File: config.mk
export PLATFORM = sky130hd
export DESIGN_NAME = tmlo_offset
export DESIGN_NICKNAME = d
export VERILOG_FILES = /design/src/sv/assert_macros.svh /design/src/sv/tmlo_pkg.sv /design/src/sv/tmlo_offset.sv
export SDC_FILE = /design/constraint.sdc
export NUM_CORES = 1
export LEC_CHECK = 0
export ABC_AREA = 1
export BUFFER_PORTS_ARGS = -buffer_cell sky130_fd_sc_hd__buf_2
export CAP_MARGIN = 20
export CORE_ASPECT_RATIO = 0.6
export CORE_MARGIN = 2
export CORE_UTILIZATION = 35
export CTS_BUF_LIST = sky130_fd_sc_hd__clkbuf_2
export DETAILED_ROUTE_END_ITERATION = 6
export SYNTH_ARGS = -nofsm -noshare
export SYNTH_HDL_FRONTEND = slang
export SYNTH_SLANG_ARGS = --single-unit
File: constraint.sdc
create_clock -name clock -period 6.3 [get_ports clock]
set_input_delay 1.26 -clock clock [delete_from_list [all_inputs] [get_ports clock]]
set_output_delay 1.26 -clock clock [all_outputs]
set_load 0.03 [all_outputs]
File: src/sv/assert_macros.svh
// ----------------------------------------------------------------------------
// assertion macros
// shared concurrent assertion forms for the rtl folder
// ----------------------------------------------------------------------------
`ifndef ASSERT_MACROS_SVH
`define ASSERT_MACROS_SVH

// same-cycle implication
`define ASSERT_IMPLIES(label, clk, rst, ante, cons, msg) \
   label: assert property (@(posedge clk) disable iff (rst) (ante) |-> (cons)) \
      else $error(msg);

// next-cycle implication
`define ASSERT_NEXT(label, clk, rst, ante, cons, msg) \
   label: assert property (@(posedge clk) disable iff (rst) (ante) |=> (cons)) \
      else $error(msg);

`endif

File: src/sv/tmlo_pkg.sv
`timescale 1ns / 1ps
// ----------------------------------------------------------------------------
// tmlo_pkg
// types, widths, format table and level helpers of the mip layout pipeline
// ----------------------------------------------------------------------------
package tmlo_pkg;

   localparam int MAX_DIM_LOG2     = 14;
   localparam int FORMAT_COUNT     = 102;
   localparam int DEF_SLICE_BITS   = 11;

   localparam int FMT_W    = 7;
   localparam int LVL_W    = 4;
   localparam int SIZE_W   = 5;
   localparam int STATUS_W = 2;
   localparam int DIM_W    = MAX_DIM_LOG2 + 1;
   localparam int LEVELS   = MAX_DIM_LOG2 + 1;
   localparam int PITCH_W  = MAX_DIM_LOG2 + 5;
   localparam int LPITCH_W = 2 * MAX_DIM_LOG2 + 5;
   localparam int GRP      = 4;
   localparam int NGRP     = (LEVELS + GRP - 1) / GRP;
   localparam int NSTG     = 6;

   typedef enum logic [STATUS_W-1:0] {
      ST_OK         = 2'd0,
      ST_BAD_FORMAT = 2'd1,
      ST_BAD_LEVEL  = 2'd2
   } status_type;

   typedef struct packed {
      logic [SIZE_W-1:0] size;
      logic              bc;
   } fmt_type;

   typedef struct packed {
      status_type        status;
      logic [SIZE_W-1:0] size;
      logic              bc;
      logic [LVL_W-1:0]  lw;
      logic [LVL_W-1:0]  lh;
      logic [LVL_W-1:0]  lvl;
      logic [LVL_W-1:0]  chain;
      logic [LVL_W-1:0]  count;
   } dec_type;

   typedef struct packed {
      status_type                       status;
      logic [LVL_W-1:0]                 chain;
      logic [LEVELS-1:0][LPITCH_W-1:0]  lp;
      logic [LEVELS-1:0]                mask_full;
      logic [LEVELS-1:0]                mask_part;
      logic [LEVELS-1:0]                mask_loff;
      logic [PITCH_W-1:0]               row_pitch;
      logic [DIM_W-1:0]                 row_count;
      logic [LPITCH_W-1:0]              level_pitch;
   } lane_type;

   typedef struct packed {
      status_type                     status;
      logic [LVL_W-1:0]               chain;
      logic [NGRP-1:0][LPITCH_W-1:0]  g_full;
      logic [NGRP-1:0][LPITCH_W-1:0]  g_part;
      logic [NGRP-1:0][LPITCH_W-1:0]  g_loff;
      logic [PITCH_W-1:0]             row_pitch;
      logic [DIM_W-1:0]               row_count;
      logic [LPITCH_W-1:0]            level_pitch;
   } grp_type;

   typedef struct packed {
      status_type           status;
      logic [LVL_W-1:0]     chain;
      logic [LPITCH_W-1:0]  full;
      logic [LPITCH_W-1:0]  part;
      logic [LPITCH_W-1:0]  loff;
      logic [PITCH_W-1:0]   row_pitch;
      logic [DIM_W-1:0]     row_count;
      logic [LPITCH_W-1:0]  level_pitch;
   } tot_type;

   typedef struct packed {
      status_type           status;
      logic [LVL_W-1:0]     chain;
      logic [LPITCH_W-1:0]  part;
      logic [LPITCH_W-1:0]  loff;
      logic [PITCH_W-1:0]   row_pitch;
      logic [DIM_W-1:0]     row_count;
      logic [LPITCH_W-1:0]  level_pitch;
   } res_type;

   // element bytes and block-compressed flag per format
   function automatic fmt_type fmt_lookup(input logic [FMT_W-1:0] code);
      fmt_type r;
      r.size = '0;
      r.bc   = 1'b0;
      if (code == 7'd0) begin
         r.size = 5'd0;
      end else if (code < 7'd5) begin
         r.size = 5'd16;
      end else if (code < 7'd9) begin
         r.size = 5'd12;
      end else if (code < 7'd23) begin
         r.size = 5'd8;
      end else if (code < 7'd48) begin
         r.size = 5'd4;
      end else if (code < 7'd60) begin
         r.size = 5'd2;
      end else if (code < 7'd67) begin
         r.size = 5'd1;
      end else if (code < 7'd70) begin
         r.size = 5'd4;
      end else if (code < 7'd73) begin
         r.size = 5'd8;
         r.bc   = 1'b1;
      end else if (code < 7'd79) begin
         r.size = 5'd16;
         r.bc   = 1'b1;
      end else if (code < 7'd82) begin
         r.size = 5'd8;
         r.bc   = 1'b1;
      end else if (code < 7'd85) begin
         r.size = 5'd16;
         r.bc   = 1'b1;
      end else if (code < 7'd87) begin
         r.size = 5'd2;
      end else if (code < 7'd94) begin
         r.size = 5'd4;
      end else if (code < 7'd100) begin
         r.size = 5'd16;
         r.bc   = 1'b1;
      end else begin
         r.size = 5'd3;
      end
      return r;
   endfunction

   // bit index of a one-hot dimension
   function automatic logic [LVL_W-1:0] dim_log(input logic [DIM_W-1:0] v);
      logic [LVL_W-1:0] r;
      r = '0;
      for (int i = 0; i < DIM_W; i++) begin
         if (v[i]) begin
            r = LVL_W'(i);
         end
      end
      return r;
   endfunction

   // log2 of elements or blocks along one axis at a level
   function automatic logic [LVL_W-1:0] level_log(input logic [LVL_W-1:0] base_log,
                                                  input logic [LVL_W-1:0] level,
                                                  input logic             bc);
      logic [LVL_W+1:0] drop;
      logic [LVL_W+1:0] base;
      logic [LVL_W+1:0] diff;
      drop = {2'b00, level} + (bc ? (LVL_W+2)'(2) : (LVL_W+2)'(0));
      base = {2'b00, base_log};
      diff = base - drop;
      return (base >= drop) ? diff[LVL_W-1:0] : '0;
   endfunction

   // bytes per row, four-byte aligned
   function automatic logic [PITCH_W-1:0] row_bytes(input logic [SIZE_W-1:0] size,
                                                    input logic [LVL_W-1:0]  elog);
      logic [PITCH_W-1:0] raw;
      logic [PITCH_W-1:0] sum;
      raw = PITCH_W'(size) << elog;
      sum = raw + PITCH_W'(3);
      return {sum[PITCH_W-1:2], 2'b00};
   endfunction

endpackage

File: src/sv/tmlo_offset.sv
`timescale 1ns / 1ps
// ----------------------------------------------------------------------------
// tmlo_offset
// fifth and sixth stages: slice times full chain pitch, level offset added, output
// ----------------------------------------------------------------------------
module tmlo_offset #(
   parameter int SLICE_BITS = tmlo_pkg::DEF_SLICE_BITS
) (
   input  logic                                     clock,
   input  logic                                     enable_mul,
   input  logic                                     enable_out,
   input  tmlo_pkg::tot_type                        tot,
   input  logic [SLICE_BITS-1:0]                    slice,
   output tmlo_pkg::res_type                        res,
   output logic [tmlo_pkg::LPITCH_W+SLICE_BITS-1:0] buffer_offset
);
   import tmlo_pkg::*;

   localparam int OFF_W = LPITCH_W + SLICE_BITS;

   res_type           mul_in;
   res_type           mul_ff;
   logic [OFF_W-1:0]  prod_in;
   logic [OFF_W-1:0]  prod_ff;
   res_type           res_in;
   res_type           res_ff;
   logic [OFF_W-1:0]  boff_in;
   logic [OFF_W-1:0]  boff_ff;

   always_comb begin
      mul_in.status      = tot.status;
      mul_in.chain       = tot.chain;
      mul_in.part        = tot.part;
      mul_in.loff        = tot.loff;
      mul_in.row_pitch   = tot.row_pitch;
      mul_in.row_count   = tot.row_count;
      mul_in.level_pitch = tot.level_pitch;
      prod_in            = OFF_W'(slice) * OFF_W'(tot.full);
   end

   always_ff @(posedge clock) begin
      if (enable_mul) begin
         mul_ff  <= mul_in;
         prod_ff <= prod_in;
      end
   end

   // errors report status alone
   always_comb begin
      if (mul_ff.status == ST_OK) begin
         res_in  = mul_ff;
         boff_in = prod_ff + OFF_W'(mul_ff.loff);
      end else begin
         res_in        = '0;
         res_in.status = mul_ff.status;
         boff_in       = '0;
      end
   end

   always_ff @(posedge clock) begin
      if (enable_out) begin
         res_ff  <= res_in;
         boff_ff <= boff_in;
      end
   end

   assign res           = res_ff;
   assign buffer_offset = boff_ff;

endmodule

==> Yosys cells after proc, flatten, opt, wreduce, memory -nomap -nowiden <==
Index checks and enable logic that the tools add are counted.
{ "classes": {"addsub": 1, "mul": 1, "reduce_logical": 1} }
{ "ops": {"columns": ["op", "n"], "rows": [
  ["$add A44 B33 Y44", 1],
  ["$mul A11 B33 Y44", 1],
  ["$logic_not A2 Y1", 1]
]} }
{ "word_totals": {"regBits": 366, "inputBits": 186, "output_inout_bits": 183, "wordCells": 19} }

==> Logic depth before layout (Yosys ltp) <==
{ "logic_depth": {"word_depth": 1, "ltp_mapped": 26, "ltp_nobuf": 24} }

==> Worst setup path before layout <==
No wires, ideal clock.
{ "synth_timing": {"path_kind": "input to register", "from": "input port slice[2]", "to": "register prod_ff[39], data pin", "setup_ps": 253, "t_arrival_ps": 5620, "t_required_ps": 6047, "path_slack_ps": 427, "cell_stages": 21, "path_buffers": 2, "path_cell_list": "clkbuf_1 -> clkbuf_1 -> nand2_1 -> fa_1 -> inv_1 -> fa_1 -> inv_1 -> fa_1 -> inv_1 -> fa_1 -> inv_1 -> fa_1 -> inv_1 -> ha_1 -> a21oi_1 -> o21ai_0 -> a21oi_1 -> a21boi_0 -> nand3_1 -> nand2_1 -> nand2_1"} }
{ "synth_between": {"elab_chain_len": 1} }
{ "synth_rtl": {"columns": ["element", "line", "source"], "rows": [
  ["from (decl)", "tmlo_offset.sv:13", "input logic [SLICE_BITS-1:0] slice,"],
  ["$mul A11 B33 Y44", "tmlo_offset.sv:38", "prod_in = OFF_W'(slice) * OFF_W'(tot.full);"],
  ["net prod_in[39]", "tmlo_offset.sv:23", "logic [OFF_W-1:0] prod_in;"],
  ["to (signal assigned)", "tmlo_offset.sv:44", "prod_ff <= prod_in;"],
  ["to (decl)", "tmlo_offset.sv:24", "logic [OFF_W-1:0] prod_ff;"]
]} }
The timed path passes the listed nets, and every way through them passes these cells.
A chain may end at the register's enable or synchronous reset.

==> Final worst setup path <==
{ "layout_timing": {"from": "input port slice[10]", "to": "register prod_ff[40], data pin"} }
The elaborated chain is that of the path after synthesis.

==> impl_results.md <==
- Vias per Instance: 4.55
- Initial antenna violation count: 5
- P_leak: 0.0166 uW
- Area share of and/or/nand/nor cells after synthesis: 0.177
- Placed Area: 30,800 sq um
- Outcome: completed
- Largest family of logic cells by synthesized area: adder cells
- Clk slew on worst S/H paths: 130 ps
- Initial core utilization: 0.352
- # hold bufs at CTS: 0
- Layout Nets: 4,017
- Die area: 80,000 sq um
- Clock Sinks: 366
- Synth cell count leaders: nand2_1, inv_1, edfxtp_1
- Clock latency on the worst-skew pair: 1060 ps
- Sequential power share: 0.228
- DRC violations left: 0
- Die width: 364 um
- GRT Total Usage: 0.189
- Drt wl/cell: 16.6 um
- Gate Count Post-Synth: 2,991
- RSZ-0062 raised after global routing: false
- Hold crit path type: in2reg
- Worst-path fanout max: 23
- Maxcap violations: 0
- Port Buf Inserts: 368
- Filler Cell Count: 7,766
- Top Ports: 369
- Top_reg_cell synth: edfxtp_1
- Max VDD drop: 0.441 mV
- Crit path capture type: flip-flop
- Top-area cell type share of the netlist area: 0.404
- DP HPWL: 59.0 mm
- Xor and xnor area share after synthesis: 0.00837
- Clk pwr share: 0.096
- Synth cell types: 41
- Post-route ant nets: 0
- Routed WL: 75.2 mm
- 1st-iter DRT viols: 1,712
- Period minus WS final: 5300 ps
- Net Switching: 7570 uW
- Post-Synth Adder-Cell Area: 0.258
- Final instance area: 31,500 sq um
- Final Setup Violations: 0
- CTS tree: built
- Final Hold Vio Count: 0
- Worst slew pin tran: 1030 ps
- Global route total overflow: 0
- Vias in the first global route: 20,147
- Number of synthesized register bits: 366
- H-Tree Depth: 3
- Area of the core: 77,200 sq um
- Post-CTS sizing: 0
- Setup TNS: 0 ps
- Post-synthesis sequential area ratio: 0.404
- Post-CTS Setup Bufs: 0
- Clock skew: 123 ps
- Crit path launch type: primary input
- Post-synthesis net count: 3,571
- Compound-gate portion of the synthesized area: 0.0384
- Area contributors post-synth: edfxtp_1, fa_1, nand2_1
- Root buf cell: clkbuf_2
- Relative slew slack: 0.311
- Pint: 7910 uW
- Worst Path Arrival: 6040 ps
- Row cnt: 79
- Sw Share: 0.489
- DIE HEIGHT: 220 um
- Layout area overhead: 15.9%
- Setup Crit Path Kind: in2reg
- Count leader, synth: nand2_1
- Async S/R FF share, synth: 0
- Global-route wire length before repair: 115 mm
- Area leader, netlist: edfxtp_1
- Worst Path Required: 7050 ps
- CTS buffer count: 81
- Mapped Area: 27,200 sq um
- Comb pwr share: 0.676
- Fin util: 0.408
- DR vias: 20,657
- Fmax: 189 MHz
- Fraction of layout cells with a size suffix above 1: 0.186
- Post-synth EDFFs: 366
- Total number of yosys warnings: 0
- Largest net degree at the start of global routing: 115
- Clock Path Buffers: 3
- Max-slew violations: 0
- Post-route clock period utilization: 0.841
- GPL Wtd Cong: 0.910
- Pwr/cell area: 491 nW/um^2
- Share of synthesized area spent on multiplexers: 0
- DRT Pass-1 Iters: 5
- Mean Syn Cell Area: 9.09 sq um
==> registers in the layout (all words and copies together), names as in the netlist <==
signal / count
mul_ff: 139
res: 139
buffer_offset: 44
prod_ff: 44
==> layout by cell type (no fill, tap or decap), types with 12 or more instances in the layout <==
cell type  count
xor2_1        18
nand3_2       13
buf_2        366
fa_1         279
nor2_1       267
nand4_1       12
buf_4         80
nand3_1       56
edfxtp_1     366
nand2_1      771
o21ai_0       58
inv_1        725
clkbuf_2     117
nand2_2       19
ha_1         115
a21oi_1      113
nor2_2        18
==> per-stage QoR <==
step	cells	hold WS (ps)	power, uW	worst slack (ps)
2_1_floorplan	2991	427	10100	427
3_3_place_gp	4407	453	13900	24.3
3_5_place_dp	4407	458	13900	65.7
4_1_cts	4539	212	15500	1190
5_1_grt	4540	210	17000	820
6_report	4542	370	15500	1000
==> worst paths after layout <==
| path | start | end | slack [ps] | cells past startpoint |
|---|---|---|---|---|
| hold / removal | tot[68] | mul_ff[68] | 370 | 1 |
| setup reg to reg | mul_ff[138] | res[104] | 3660 | 5 |
| setup / recovery | slice[10] | prod_ff[40] | 1000 | 18 |
| hold reg to reg | mul_ff[138] | res[138] | 480 | 0 |
==> cells by family after synthesis <==
logic type | count (synthesis)
buffers and inverters | 826
flip-flops | 366
AO/OA/AOI/OAI | 197
XOR/XNOR | 26
AND/OR/NAND/NOR | 1182
adder cells (fa/ha/maj) | 394
==> area by class of cell <==
type | instances | area (sq um) | area share
repair buffers | 459 | 2680 | 0.0850
inverters | 730 | 2740 | 0.0870
clock buffers | 117 | 586 | 0.0186
multi-input cells | 1799 | 13100 | 0.415
well taps | 1053 | 1320 | 0.0418
flip-flops and latches | 366 | 11000 | 0.349
diodes | 3 | 7.51 | 0.000238
clock inverters | 15 | 104 | 0.00329
==> power groups by stage <==
| stage | combinational, uW | sequential [uW] | clock, uW |
|---|---|---|---|
| CTS | 10400 | 3530 | 1560 |
| global route | 11800 | 3560 | 1680 |
| detailed placement | 10300 | 3590 | 0 |
| global placement | 10300 | 3580 | 0 |
| floorplan | 6410 | 3710 | 0 |
| finish | 10500 | 3530 | 1490 |
==> critical path, stage by stage <==
cell and delay [ps]:
buf_2 440, buf_4 290, nand2_1 60, inv_1 80
fa_1 420, fa_1 530, fa_1 440, fa_1 510
fa_1 420, ha_1 380, a21oi_1 320, o21ai_0 190
a21oi_1 310, nor2_1 70, nor2_1 130, nand2_1 70
nand2_1 50, nand2_1 50
==> routing by layer <==
metal / track usage / wire [um] / vias to the layer above
li1: - / - / 9957
met1: 0.282 / 35600 / 9874
met2: 0.274 / 31700 / 741
met3: 0.0520 / 7010 / 85
met4: 0.0344 / 930 / 0
met5: 0 / 0 / -
Power figures use the tool's default switching activity.
