[src/sv/assert_macros.svh]
// ----------------------------------------------------------------------------
// assertion macros
// shared concurrent assertion forms for the rtl folder
// ----------------------------------------------------------------------------
`ifndef ASSERT_MACROS_SVH
`define ASSERT_MACROS_SVH

// same-cycle implication
`define ASSERT_IMPLIES(label, clk, rst, ante, cons, msg) \
   label: assert property (@(posedge clk) disable iff (rst) (ante) |-> (cons)) \
      else $error(msg);

// next-cycle implication
`define ASSERT_NEXT(label, clk, rst, ante, cons, msg) \
   label: assert property (@(posedge clk) disable iff (rst) (ante) |=> (cons)) \
      else $error(msg);

`endif

[src/sv/tmlo_pkg.sv]
`timescale 1ns / 1ps
// ----------------------------------------------------------------------------
// tmlo_pkg
// types, widths, format table and level helpers of the mip layout pipeline
// ----------------------------------------------------------------------------
package tmlo_pkg;

   localparam int MAX_DIM_LOG2     = 14;
   localparam int FORMAT_COUNT     = 102;
   localparam int DEF_SLICE_BITS   = 11;

   localparam int FMT_W    = 7;
   localparam int LVL_W    = 4;
   localparam int SIZE_W   = 5;
   localparam int STATUS_W = 2;
   localparam int DIM_W    = MAX_DIM_LOG2 + 1;
   localparam int LEVELS   = MAX_DIM_LOG2 + 1;
   localparam int PITCH_W  = MAX_DIM_LOG2 + 5;
   localparam int LPITCH_W = 2 * MAX_DIM_LOG2 + 5;
   localparam int GRP      = 4;
   localparam int NGRP     = (LEVELS + GRP - 1) / GRP;
   localparam int NSTG     = 6;

   typedef enum logic [STATUS_W-1:0] {
      ST_OK         = 2'd0,
      ST_BAD_FORMAT = 2'd1,
      ST_BAD_LEVEL  = 2'd2
   } status_type;

   typedef struct packed {
      logic [SIZE_W-1:0] size;
      logic              bc;
   } fmt_type;

   typedef struct packed {
      status_type        status;
      logic [SIZE_W-1:0] size;
      logic              bc;
      logic [LVL_W-1:0]  lw;
      logic [LVL_W-1:0]  lh;
      logic [LVL_W-1:0]  lvl;
      logic [LVL_W-1:0]  chain;
      logic [LVL_W-1:0]  count;
   } dec_type;

   typedef struct packed {
      status_type                       status;
      logic [LVL_W-1:0]                 chain;
      logic [LEVELS-1:0][LPITCH_W-1:0]  lp;
      logic [LEVELS-1:0]                mask_full;
      logic [LEVELS-1:0]                mask_part;
      logic [LEVELS-1:0]                mask_loff;
      logic [PITCH_W-1:0]               row_pitch;
      logic [DIM_W-1:0]                 row_count;
      logic [LPITCH_W-1:0]              level_pitch;
   } lane_type;

   typedef struct packed {
      status_type                     status;
      logic [LVL_W-1:0]               chain;
      logic [NGRP-1:0][LPITCH_W-1:0]  g_full;
      logic [NGRP-1:0][LPITCH_W-1:0]  g_part;
      logic [NGRP-1:0][LPITCH_W-1:0]  g_loff;
      logic [PITCH_W-1:0]             row_pitch;
      logic [DIM_W-1:0]               row_count;
      logic [LPITCH_W-1:0]            level_pitch;
   } grp_type;

   typedef struct packed {
      status_type           status;
      logic [LVL_W-1:0]     chain;
      logic [LPITCH_W-1:0]  full;
      logic [LPITCH_W-1:0]  part;
      logic [LPITCH_W-1:0]  loff;
      logic [PITCH_W-1:0]   row_pitch;
      logic [DIM_W-1:0]     row_count;
      logic [LPITCH_W-1:0]  level_pitch;
   } tot_type;

   typedef struct packed {
      status_type           status;
      logic [LVL_W-1:0]     chain;
      logic [LPITCH_W-1:0]  part;
      logic [LPITCH_W-1:0]  loff;
      logic [PITCH_W-1:0]   row_pitch;
      logic [DIM_W-1:0]     row_count;
      logic [LPITCH_W-1:0]  level_pitch;
   } res_type;

   // element bytes and block-compressed flag per format
   function automatic fmt_type fmt_lookup(input logic [FMT_W-1:0] code);
      fmt_type r;
      r.size = '0;
      r.bc   = 1'b0;
      if (code == 7'd0) begin
         r.size = 5'd0;
      end else if (code < 7'd5) begin
         r.size = 5'd16;
      end else if (code < 7'd9) begin
         r.size = 5'd12;
      end else if (code < 7'd23) begin
         r.size = 5'd8;
      end else if (code < 7'd48) begin
         r.size = 5'd4;
      end else if (code < 7'd60) begin
         r.size = 5'd2;
      end else if (code < 7'd67) begin
         r.size = 5'd1;
      end else if (code < 7'd70) begin
         r.size = 5'd4;
      end else if (code < 7'd73) begin
         r.size = 5'd8;
         r.bc   = 1'b1;
      end else if (code < 7'd79) begin
         r.size = 5'd16;
         r.bc   = 1'b1;
      end else if (code < 7'd82) begin
         r.size = 5'd8;
         r.bc   = 1'b1;
      end else if (code < 7'd85) begin
         r.size = 5'd16;
         r.bc   = 1'b1;
      end else if (code < 7'd87) begin
         r.size = 5'd2;
      end else if (code < 7'd94) begin
         r.size = 5'd4;
      end else if (code < 7'd100) begin
         r.size = 5'd16;
         r.bc   = 1'b1;
      end else begin
         r.size = 5'd3;
      end
      return r;
   endfunction

   // bit index of a one-hot dimension
   function automatic logic [LVL_W-1:0] dim_log(input logic [DIM_W-1:0] v);
      logic [LVL_W-1:0] r;
      r = '0;
      for (int i = 0; i < DIM_W; i++) begin
         if (v[i]) begin
            r = LVL_W'(i);
         end
      end
      return r;
   endfunction

   // log2 of elements or blocks along one axis at a level
   function automatic logic [LVL_W-1:0] level_log(input logic [LVL_W-1:0] base_log,
                                                  input logic [LVL_W-1:0] level,
                                                  input logic             bc);
      logic [LVL_W+1:0] drop;
      logic [LVL_W+1:0] base;
      logic [LVL_W+1:0] diff;
      drop = {2'b00, level} + (bc ? (LVL_W+2)'(2) : (LVL_W+2)'(0));
      base = {2'b00, base_log};
      diff = base - drop;
      return (base >= drop) ? diff[LVL_W-1:0] : '0;
   endfunction

   // bytes per row, four-byte aligned
   function automatic logic [PITCH_W-1:0] row_bytes(input logic [SIZE_W-1:0] size,
                                                    input logic [LVL_W-1:0]  elog);
      logic [PITCH_W-1:0] raw;
      logic [PITCH_W-1:0] sum;
      raw = PITCH_W'(size) << elog;
      sum = raw + PITCH_W'(3);
      return {sum[PITCH_W-1:2], 2'b00};
   endfunction

endpackage

[src/sv/tmlo_decode.sv]
`timescale 1ns / 1ps
// ----------------------------------------------------------------------------
// tmlo_decode
// first stage: format lookup, base checks, chain length and status
// ----------------------------------------------------------------------------
module tmlo_decode (
   input  logic                          clock,
   input  logic                          enable,
   input  logic [tmlo_pkg::FMT_W-1:0]    format_code,
   input  logic [tmlo_pkg::DIM_W-1:0]    base_width,
   input  logic [tmlo_pkg::DIM_W-1:0]    base_height,
   input  logic [tmlo_pkg::LVL_W-1:0]    mip_level,
   input  logic [tmlo_pkg::LVL_W-1:0]    mip_count_override,
   output tmlo_pkg::dec_type             dec
);
   import tmlo_pkg::*;

   dec_type          dec_in;
   dec_type          dec_ff;
   fmt_type          fmt;
   logic [LVL_W-1:0] lw;
   logic [LVL_W-1:0] lh;
   logic [LVL_W-1:0] chain;

   always_comb begin
      fmt   = fmt_lookup(format_code);
      lw    = dim_log(base_width);
      lh    = dim_log(base_height);
      chain = ((lw > lh) ? lw : lh) + LVL_W'(1);

      dec_in.size  = fmt.size;
      dec_in.bc    = fmt.bc;
      dec_in.lw    = lw;
      dec_in.lh    = lh;
      dec_in.lvl   = mip_level;
      dec_in.chain = chain;
      dec_in.count = (mip_count_override == '0) ? chain : mip_count_override;

      if (format_code == '0 || format_code >= FMT_W'(FORMAT_COUNT)) begin
         dec_in.status = ST_BAD_FORMAT;
      end else if (!$onehot(base_width) || !$onehot(base_height) ||
                   mip_level >= chain) begin
         dec_in.status = ST_BAD_LEVEL;
      end else begin
         dec_in.status = ST_OK;
      end
   end

   always_ff @(posedge clock) begin
      if (enable) begin
         dec_ff <= dec_in;
      end
   end

   assign dec = dec_ff;

endmodule

[config.mk]
export PLATFORM = sky130hd
export DESIGN_NAME = tmlo_decode
export DESIGN_NICKNAME = d
export VERILOG_FILES = /design/src/sv/assert_macros.svh /design/src/sv/tmlo_pkg.sv /design/src/sv/tmlo_decode.sv
export SDC_FILE = /design/constraint.sdc
export NUM_CORES = 1
export LEC_CHECK = 0
export BUFFER_PORTS_ARGS = -buffer_cell sky130_fd_sc_hd__buf_4
export CORE_ASPECT_RATIO = 0.5
export CORE_MARGIN = 2
export CORE_UTILIZATION = 48
export CTS_BUF_LIST = sky130_fd_sc_hd__clkbuf_4 sky130_fd_sc_hd__clkbuf_8 sky130_fd_sc_hd__clkbuf_16
export CTS_CLUSTER_SIZE = 12
export DETAILED_ROUTE_END_ITERATION = 6
export PLACE_DENSITY = 0.77
export REMOVE_ABC_BUFFERS = 1
export SLEW_MARGIN = 0
export SYNTH_ARGS = -nofsm -noshare
export SYNTH_HDL_FRONTEND = slang
export SYNTH_SLANG_ARGS = --single-unit
[constraint.sdc]
create_clock -name clock -period 6.13 [get_ports clock]
set_clock_uncertainty 0.1 [all_clocks]
set_input_delay 0.9195 -clock clock [delete_from_list [all_inputs] [get_ports clock]]
set_output_delay 0.9195 -clock clock [all_outputs]
set_load 0.005 [all_outputs]
Yosys cells after proc, flatten, opt, wreduce, memory -nomap -nowiden
Index checks and enable logic that the tools add are counted.
{"block": "totals", "reg_bits": 28, "inputBits": 47, "output_inout_bits": 28}
{"block": "classes", "n_addsub": 29, "n_lt_le_gt_ge": 17, "n_eq_ne": 2, "mux": 48, "reduce_logical": 11}
{"op": "$mux W4", "n": 28}
{"op": "$lt A7 B7 Y1 const B", "n": 9}
{"op": "$mux W5", "n": 10}
{"op": "$add A1 B1 Y2", "n": 14}
{"op": "$mux W6", "n": 4}
{"op": "$add A2 B2 Y3", "n": 6}
{"op": "$add A3 B3 Y4", "n": 4}
{"op": "$lt A7 B6 Y1 const B", "n": 2}
{"op": "$add A4 B4 Y4", "n": 2}
{"op": "$eq A4 B1 Y1 const B", "n": 2}
{"op": "$reduce_or A8 Y1", "n": 1}
{"op": "$ge A7 B7 Y1 const B", "n": 1}
{"op": "$logic_not A7 Y1", "n": 1}
{"op": "$lt A7 B3 Y1 const B", "n": 1}
{"op": "$lt A7 B4 Y1 const B", "n": 1}
{"op": "$lt A7 B5 Y1 const B", "n": 1}
{"op": "$add A2 B1 Y3", "n": 2}
{"op": "$reduce_or A6 Y1", "n": 1}
{"op": "$mux W1", "n": 5}
{"op": "$reduce_or A5 Y1", "n": 1}
{"op": "$add A4 B1 Y4 const B", "n": 1}
{"op": "$ge A4 B4 Y1", "n": 1}
{"op": "$gt A4 B4 Y1", "n": 1}
{"op": "$logic_not A4 Y1", "n": 1}
{"op": "4 further kinds", "n": 7}

Logic depth before layout (Yosys ltp)
Gate-level depths: netlist of the first run.
{"block": "depth", "word_depth": 20, "ltp_mapped": 17, "ltp_nobuf": 16}

Worst setup path before layout of the first run
No wires, ideal clock.
{"block": "synth_timing", "kind": "input to register", "from": "in base_height[0] in the netlist's numbering", "to": "reg dec_ff (netlist bit dec[27]), data pin", "setup_ns": 0.267, "t_arrival_ns": 4.354, "required_ns": 5.763, "path_slack_ns": 1.409, "path_stages": 12, "n_path_buf": 0, "cell_sequence": "fa_1 -> fa_1 -> fa_1 -> inv_1 -> fa_1 -> fa_1 -> inv_1 -> fa_1 -> nor4_1 -> o221ai_1 -> nor4_1 -> a31oi_1"}
{"block": "synth_between", "elab_chain_len": 9}
{"item": "from (decl)", "line_no": "tmlo_decode.sv:11", "source": "input logic [tmlo_pkg::DIM_W-1:0] base_height,"}
{"item": "$add A1 B1 Y2 (not written as such)", "line_no": "tmlo_decode.sv:41", "source": "end else if (!$onehot(base_width) || !$onehot(base_height) ||"}
{"item": "$add A2 B2 Y3 (not written as such)", "line_no": "tmlo_decode.sv:41"}
{"item": "$add A3 B3 Y4 (not written as such)", "line_no": "tmlo_decode.sv:41"}
{"item": "$add A4 B4 Y4 (not written as such)", "line_no": "tmlo_decode.sv:41"}
{"item": "$eq A4 B1 Y1", "line_no": "tmlo_decode.sv:41"}
{"item": "$logic_not A1 Y1", "line_no": "tmlo_decode.sv:41"}
{"item": "$logic_or A1 B1 Y1 (2 in series)", "line_no": "tmlo_decode.sv:41"}
{"item": "$mux W2", "line_no": "tmlo_decode.sv:41"}
{"item": "to (signal assigned)", "line_no": "tmlo_decode.sv:51", "source": "dec_ff <= dec_in;"}
{"item": "to (decl)", "line_no": "tmlo_decode.sv:19", "source": "dec_type dec_ff;"}
No other way between the ends.
A chain may end at the register's enable or synchronous reset.

Worst setup path after layout of the first run
{"block": "layout_timing", "from": "in base_height[5] in the netlist's numbering", "to": "reg dec_ff (netlist bit dec[27]), data pin"}
{"block": "layout_between", "elab_chain_len": 16, "elab_cells_between_ends": 23}
{"item": "$mux W4 (10 in series)", "line_no": "tmlo_pkg.sv:141", "source": "if (v[i]) begin"}
{"item": "$gt A4 B4 Y1", "line_no": "tmlo_decode.sv:29", "source": "chain = ((lw > lh) ? lw : lh) + LVL_W'(1);"}
{"item": "$mux W4", "line_no": "tmlo_decode.sv:29"}
{"item": "$add A4 B1 Y4", "line_no": "tmlo_decode.sv:29"}
{"item": "$ge A4 B4 Y1", "line_no": "tmlo_decode.sv:42", "source": "mip_level >= chain) begin"}
{"item": "$logic_or A1 B1 Y1 *", "line_no": "tmlo_decode.sv:41"}
{"item": "$mux W2 *", "line_no": "tmlo_decode.sv:41"}
Mark *: on every way between the ends. The rest lies on a longest branch, timed or not.

==> results.cfg, run 1 <==
[power_and_ir_drop]
intPower_mw = 0.417
peakVddDrop_mv = 0.111
pwr-share-clk = 0.158
pwr_density_cell_nw_per_um2 = 211
p_total_mw = 0.635
sequentialPowerShare = 0.373
power_frac_comb = 0.469
swShare = 0.344
leakagePower_nw = 1.33
power_switching_mw = 0.219

[setup_path]
cpMostUsedCell = fa_1
worstSetupPathType = primary input to flop
cp-start-kind = primary input
crit_chain = buf_4 -> fa_1 -> fa_1 -> fa_1 -> inv_1 -> fa_1 -> fa_1 -> inv_1 -> fa_1 -> nor4_1 -> o221ai_1 -> nor4_1 -> a31oi_1
crit_fanout = 4
crit_path_end_kind = flop
arrival_ns = 4.67
cp_data_required_time_ns = 6.05
cpPeakStageDelay_ns = 0.58
slowest_stage = fa_1

[place]
gp_congestion = 0.852
port_buffers = 74
dpl.hpwl_um = 4370
dp.cells = 363

[grt]
grt_antenna_before_repair = 0
grt_pass1_wl_um = 8550
grt_start_max_net_pins = 29
grt_overflow = 0
grt_pass1_vias = 1843
track_usage = 0.205

[route]
dr.pass1.iters = 4
routed-via-count = 1979
avgRoutedWirePerCell_um = 14.3
vias_per_cell = 5.39
wirelength_um = 5240
drtAntennaViolNets = 0
drtIter0Drc = 107
drc_errors = 0

[yosys]
dominantRegCellSynth = edfxtp_1
async_reset_ff_frac = 0
synth_cell_types = 44
ys_seq_area_frac = 0.356
avgSynthCellArea_um2 = 10.2
synth_cells = 231
synth_seq_cells = 28
synth_edf_count = 28
netlist_area_um2 = 2360
yosysWarnings = 0

[floorplan]
io-pin-count = 75
num_rows = 17
die_area_um2 = 5530
dieWidth_um = 103
core_area_um2 = 4550
start_util = 0.519
die_h_um = 53.6

[final_layout]
num_antenna_cells = 0
nets = 382
multi_input_area_um2 = 1340
regArea_um2 = 841
drive_gt1_frac = 0.279
area_delta_synth_final_pct = 27.7
final_util = 0.662
final_cells = 367
largest_reg_flops = 28
nFillCells = 369

[sta]
grt_setup_unrepaired = no
relSlewSlack = 0.677
fmax_mhz = 211
setup_viol = 0
finalHoldViolCount = 0
min_period_ns = 4.75
finalMaxSlewViolations = 0
worst_slew_pin_slew_ns = 0.478
setup_tns_ns = 0
holdWs_ns = 0.730
period_share = 0.774

[clock_network]
clockBufferDepth = 2
cts_tree = done
cts-root-buf = clkbuf_8
cts_made_buffers = 3
htree_levels = 1
post_cts_buffers = 0
hold_buffers = 0
clock-sinks = 28
cts_resized = 0
path_clk_slew_ns = 0.09

[worst_hold_path]
hp-class = primary input to flop

[run]
maxCapViolations = 0

[status]
status = finished clean
==> path summary, 6_finish.rpt <==
path	startpoint	to	slack [ns]	cells past startpoint
worst max-delay path	base_height[5]	dec[27]$_SDFFCE_PP0P_	1.39	13
worst min-delay path	mip_level[0]	dec[8]$_DFFE_PP_	0.73	1
==> metal layers <==
layer  track usage  vias to the layer above  routed length [µm]
met5             0                        -                   0
met4        0.0504                        0                  38
met3        0.0325                        4                 261
met2         0.356                       69                2600
met1         0.275                      933                2340
li1              -                      973                   -
==> cells by family after synthesis <==
kind of cell	synth area share
compound gates	0.172
buf+inv	0.0779
mux	0.0180
fa+ha+maj	0.238
xor+xnor	0.00742
simple gates	0.130
flops	0.356
==> synthesized netlist by cell type (all sizes together), types with 2 or more instances <==
master / instances / area share
inv: 41 / 0.065
edfxtp: 28 / 0.36
fa: 20 / 0.17
nor2: 17 / 0.027
a21oi: 14 / 0.031
ha: 13 / 0.069
o21ai: 10 / 0.021
clkbuf: 8 / 0.013
nand2: 7 / 0.011
a211oi: 6 / 0.019
nor3: 6 / 0.013
nor4: 5 / 0.020
nand2b: 4 / 0.011
nand3: 4 / 0.0085
nor2b: 4 / 0.011
o211ai: 4 / 0.013
o21bai: 4 / 0.013
a32o: 3 / 0.013
a41oi: 3 / 0.011
or4: 3 / 0.011
a31oi: 2 / 0.0053
mux2: 2 / 0.0095
mux2i: 2 / 0.0085
nand3b: 2 / 0.0064
o2111ai: 2 / 0.0074
o311ai: 2 / 0.0074
xor2: 2 / 0.0074
==> final cells by class <==
| type | count | area share |
|---|---|---|
| clock buffer | 3 | 0.0137 |
| timing repair buffer | 74 | 0.184 |
| sequential | 28 | 0.279 |
| inverter | 41 | 0.0511 |
| clock inverter | 1 | 0.00125 |
| multi-input combinational | 154 | 0.443 |
| tap | 66 | 0.0274 |
==> worst max-delay path: cells and delay by family <==
family | cells | cell delay (ns)
AOI/OAI and AO/OA | 2 | 0.27
adders and majority gates | 6 | 2.78
buffers and inverters | 3 | 0.28
and+or+nand+nor | 2 | 0.42
==> layout by cell type, fill, tap and decap left out, types with 7 or more instances in the layout <==
master,n
edfxtp_1,28
ha_1,13
inv_1,40
buf_4,74
a21oi_1,13
nand2_1,7
o21ai_0,10
nor2_1,17
fa_1,20
==> stage by stage <==
stage | cell area (µm²) | worst slack, ns
final | 3010 | 1.39
after global routing | 3010 | 1.25
after CTS | 3010 | 1.37
after floorplan | 2330 | 1.41
after detailed placement | 2970 | 1.09
after global placement | 2970 | 1.21
==> power groups by stage <==
stage | registers (mW) | clock network, mW | logic (mW)
2_1_floorplan | 0.244 | 0 | 0.177
3_3_place_gp | 0.242 | 0 | 0.282
3_5_place_dp | 0.242 | 0 | 0.300
4_1_cts | 0.238 | 0.101 | 0.302
5_1_grt | 0.239 | 0.110 | 0.344
6_report | 0.237 | 0.100 | 0.298
Note: power is estimated with default switching activity, not from simulation.
==> run 2: changes to the inputs <==
Settings changed: CORE_UTILIZATION 48 to 47, PLACE_DENSITY 0.77 to 0.79.
Clock period 6.13 ns to 4.05 ns, I/O delays scaled along.
==> run 2 against run 1 <==
Net effect:
- the run now ends with setup timing left
- first-iteration DRC count fell by 12%
- cell area rose by 10%
- sequential power rose by 51%
- sequential share of layout area fell by 2.6 points
- routed wire length rose by 9.5%
- non-clock buffer count rose by 40
- sequential cell count did not move
- combinational power rose by 71%
- largest power group unchanged
==> results.cfg, run 2 (synthesis gave the netlist of run 1 again) <==
[clock_network]
cts_tree = done
clockBufferDepth = 2
path_clk_slew_ns = 0.09
htree_levels = 1
cts-root-buf = clkbuf_8
clock-sinks = 28
cts_made_buffers = 3
hold_buffers = 0

[grt]
track_usage = 0.210
grt_start_max_net_pins = 29
grt_pass1_wl_um = 9230
grt_pass1_vias = 2097
grt_overflow = 0
grt_antenna_before_repair = 0

[power_and_ir_drop]
leakagePower_nw = 1.52
pwr_density_cell_nw_per_um2 = 307
peakVddDrop_mv = 0.185

[route]
wirelength_um = 5740
avgRoutedWirePerCell_um = 14.0
drtIter0Drc = 94
vias_per_cell = 5.28
drtAntennaViolNets = 0
routed-via-count = 2172
dr.pass1.iters = 4
drc_errors = 0

[run]
maxCapViolations = 0

[setup_path]
cp-start-kind = primary input
worstSetupPathType = primary input to flop
cp_data_required_time_ns = 3.97
arrival_ns = 4.27
crit_path_end_kind = flop
crit_path_start = base_height[5]
crit_fanout = 2

[floorplan]
die_area_um2 = 5640
io-pin-count = 75
core_area_um2 = 4890
start_util = 0.483
die_h_um = 54.1
num_rows = 18
dieWidth_um = 104

[place]
dpl.hpwl_um = 4790
dpl_worst_slack_ns = -0.653
dp.cells = 407
gp_congestion = 0.893
port_buffers = 74

[final_layout]
final_cells = 411
largest_reg_flops = 28
mostFrequentLayoutCell = buf_4
num_antenna_cells = 0
mostFrequentLayoutCells = 112 x buf_4, 39 x inv_1, 28 x edfxtp_1, 19 x fa_1, 17 x nor2_1
drive_gt1_frac = 0.370
nets = 422
area_delta_synth_final_pct = 41.0

[worst_hold_path]
hp-start = mip_level[0]
hp-class = primary input to flop

[sta]
period_share = 1.07
fin_ws_ns = -0.299
setup_viol = 1
fmax_mhz = 230
relSlewSlack = 0.664
min_period_ns = 4.35
finalHoldViolCount = 0
worst_slew_pin_slew_ns = 0.499
finalMaxSlewViolations = 0
grt_setup_unrepaired = yes

[status]
failed_checks = setup timing
status = finished, violations left
==> run 2: changes by cell type in the layout (fill, tap and decap cells not counted) <==
cell | before | now
inv_2 | 1 | 2
fa_2 | 0 | 1
buf_4 | 74 | 112
inv_1 | 40 | 39
o21ai_1 | 0 | 1
buf_6 | 0 | 2
fa_1 | 20 | 19
o21ai_0 | 10 | 9
==> run 2: worst paths after layout <==
check                    end  slack (ns)  cells after the start
max    dec[27]$_SDFFCE_PP0P_       -0.30                     13
min         dec[8]$_DFFE_PP_        0.42                      1
==> run 2: per-stage QoR <==
stage	area [µm²]	hold WS, ns	TNS [ns]	power (mW)	utilization
5_1_grt	3330	0.411	-0.400	1.11	0.681
2_1_floorplan	2330	0.606	-0.359	0.637	-
3_5_place_dp	3270	0.700	-0.653	0.873	0.670
4_1_cts	3330	0.413	-0.297	1.03	0.681
3_3_place_gp	3270	0.698	-0.562	0.844	0.670
6_report	3330	0.420	-0.299	1.02	0.681
==> run 2: repair_timing <==
| action | in CTS | in global routing |
|---|---|---|
| endpoints found under the setup margin | 1 | 1 |
| pin swaps | 0 | 0 |
| resized for setup | 4 | 1 |
| buffers inserted | 0 | 0 |
==> run 2: worst max-delay path: stages <==
cell	delay, ns
buf_6	0.10
fa_1	0.56
fa_1	0.44
fa_1	0.52
inv_1	0.05
fa_1	0.46
fa_2	0.35
inv_2	0.07
fa_1	0.40
nor4_1	0.24
o221ai_1	0.17
nor4_1	0.20
a31oi_1	0.12
==> run 2: cell type report <==
class	count	area [µm²]
timing repair buffer	114	863
clock buffer	3	41.3
inverter	41	154
fill	371	1560
tap	70	87.6
sequential	28	841
clock inverter	1	3.75
multi-input combinational	154	1340
==> run 2: power by group <==
| group | total (mW) | switching, mW | leakage (nW) | internal (mW) |
|---|---|---|---|---|
| Clock | 0.152 | 0.0838 | 0.0231 | 0.0680 |
| Sequential | 0.359 | 0.00780 | 0.275 | 0.351 |
| Combinational | 0.511 | 0.256 | 1.23 | 0.255 |
| Total | 1.02 | 0.347 | 1.52 | 0.675 |
==> run 2: layer usage <==
metal,wire length (µm),up-vias,share of wire,GRT usage
met5,0,-,0,0
met4,71,0,0.012,0.0631
met3,299,12,0.052,0.0339
met2,3030,77,0.53,0.417
met1,2340,1037,0.41,0.244
li1,-,1046,-,-
==> run 3: changes to the inputs <==
Settings changed: ABC_CLOCK_PERIOD_IN_PS set to 4050, CORE_UTILIZATION 47 to 46, PLACE_DENSITY 0.79 to 0.75.
==> run 3 against run 2 <==
Net effect:
- largest cell class unchanged
- total power is 7.9% higher
- the flow still finishes with violations (setup timing)
- utilization grew 0.14 points
- final cell count grew 0.49%
- critical endpoint unchanged
==> results.cfg, run 3 (synthesis gave the netlist of run 1 again) <==
[sta]
period_share = 1.07
worst_slew_pin_slew_ns = 0.557
holdWs_ns = 0.419
setup_tns_ns = -0.286
grt_setup_unrepaired = yes
finalHoldViolCount = 0
setup_viol = 1
finalMaxSlewViolations = 0
relSlewSlack = 0.624
fmax_mhz = 231
fin_ws_ns = -0.286
min_period_ns = 4.34

[setup_path]
crit_fanout = 3
crit_path_end_kind = flop
arrival_ns = 4.26
worstSetupPathType = primary input to flop
cp-start-kind = primary input
cp_data_required_time_ns = 3.98

[final_layout]
nets = 424
mostFrequentLayoutCells = 115 x buf_4, 39 x inv_1, 28 x edfxtp_1, 19 x fa_1, 17 x nor2_1
area_delta_synth_final_pct = 42.6
num_antenna_cells = 0
drive_gt1_frac = 0.376
final_cells = 413
mostFrequentLayoutCell = buf_4
largest_reg_flops = 28

[route]
dr.pass1.iters = 5
drtIter0Drc = 95
drc_errors = 0
routed-via-count = 2173
vias_per_cell = 5.26
wirelength_um = 5760
drtAntennaViolNets = 0
avgRoutedWirePerCell_um = 13.9

[place]
gp_congestion = 0.937
dpl_worst_slack_ns = -0.643
dpl.hpwl_um = 4850
dp.cells = 409
port_buffers = 74

[clock_network]
post_cts_buffers = 0
cts-root-buf = clkbuf_8
hold_buffers = 0
path_clk_slew_ns = 0.09
htree_levels = 1
clockBufferDepth = 2
cts_tree = done
clock-sinks = 28
cts_made_buffers = 3

[floorplan]
die_h_um = 54.7
num_rows = 18
die_area_um2 = 5760
start_util = 0.479
dieWidth_um = 105
core_area_um2 = 4930
io-pin-count = 75

[grt]
grt_antenna_before_repair = 0
grt_pass1_wl_um = 9460
track_usage = 0.211
grt_start_max_net_pins = 29
grt_pass1_vias = 2098
grt_overflow = 0

[worst_hold_path]
hp-class = primary input to flop

[power_and_ir_drop]
p_total_mw = 1.10
leakagePower_nw = 1.54
peakVddDrop_mv = 0.214
pwr_density_cell_nw_per_um2 = 327

[status]
status = finished, violations left
failed_checks = setup timing

[run]
maxCapViolations = 0
[run 3: changes by cell type in the layout (fill, tap and decap cells not counted), sizes merged]
cell and change:
clkinv -1, buf +2, bufinv +1
[run 3: power breakdown]
part | switching (mW) | internal, mW | leakage, nW
clock network | 0.0858 | 0.132 | 0.0357
registers | 0.00787 | 0.351 | 0.275
logic | 0.260 | 0.266 | 1.23
total | 0.353 | 0.749 | 1.54
[run 3: cell type report]
| cell class | instances | area, µm² |
|---|---|---|
| clock inverter | 1 | 30.0 |
| inverter | 41 | 154 |
| timing repair buffer | 116 | 875 |
| tap | 70 | 87.6 |
| multi-input combinational | 154 | 1340 |
| clock buffer | 3 | 41.3 |
| sequential | 28 | 841 |
| fill | 395 | 1570 |
[run 3: layer usage]
layer  global-route usage  part of all wire  up-vias  wire length [µm]
met5                    0                 0        -                 0
met4               0.0356            0.0075        0                43
met3               0.0333             0.048        6               275
met2                0.404              0.52       75              3010
met1                0.264              0.42     1040              2430
li1                     -                 -     1052                 -
[run 3: through the flow]
step                      instance area, µm²   util
after CTS                               3370  0.683
after global routing                    3370  0.683
after global placement                  3290  0.667
final                                   3370  0.683
after detailed placement                3290  0.667
after floorplan                         2330      -
[run 3: path summary, 6_finish.rpt]
kind                        from                    end  slack (ns)  cells past startpoint
setup / recovery  base_height[9]  dec[27]$_SDFFCE_PP0P_       -0.29                     17
hold / removal      mip_level[0]       dec[8]$_DFFE_PP_        0.42                      1
[run 3: worst max-delay path: stages]
cell	delay (ns)
buf_4	0.12
buf_4	0.13
or4_4	0.51
a21oi_1	0.17
or4_1	0.16
inv_1	0.05
ha_1	0.32
a41oi_1	0.28
and2_1	0.25
mux2_2	0.36
ha_1	0.31
inv_1	0.06
ha_1	0.27
a21oi_1	0.15
nor2b_1	0.06
o21ai_0	0.31
a31oi_1	0.13
[run 3: timing repair]
item | CTS | global route
setup endpoints to repair | 1 | 1
resized for setup | 3 | 0
pin swaps | 0 | 0
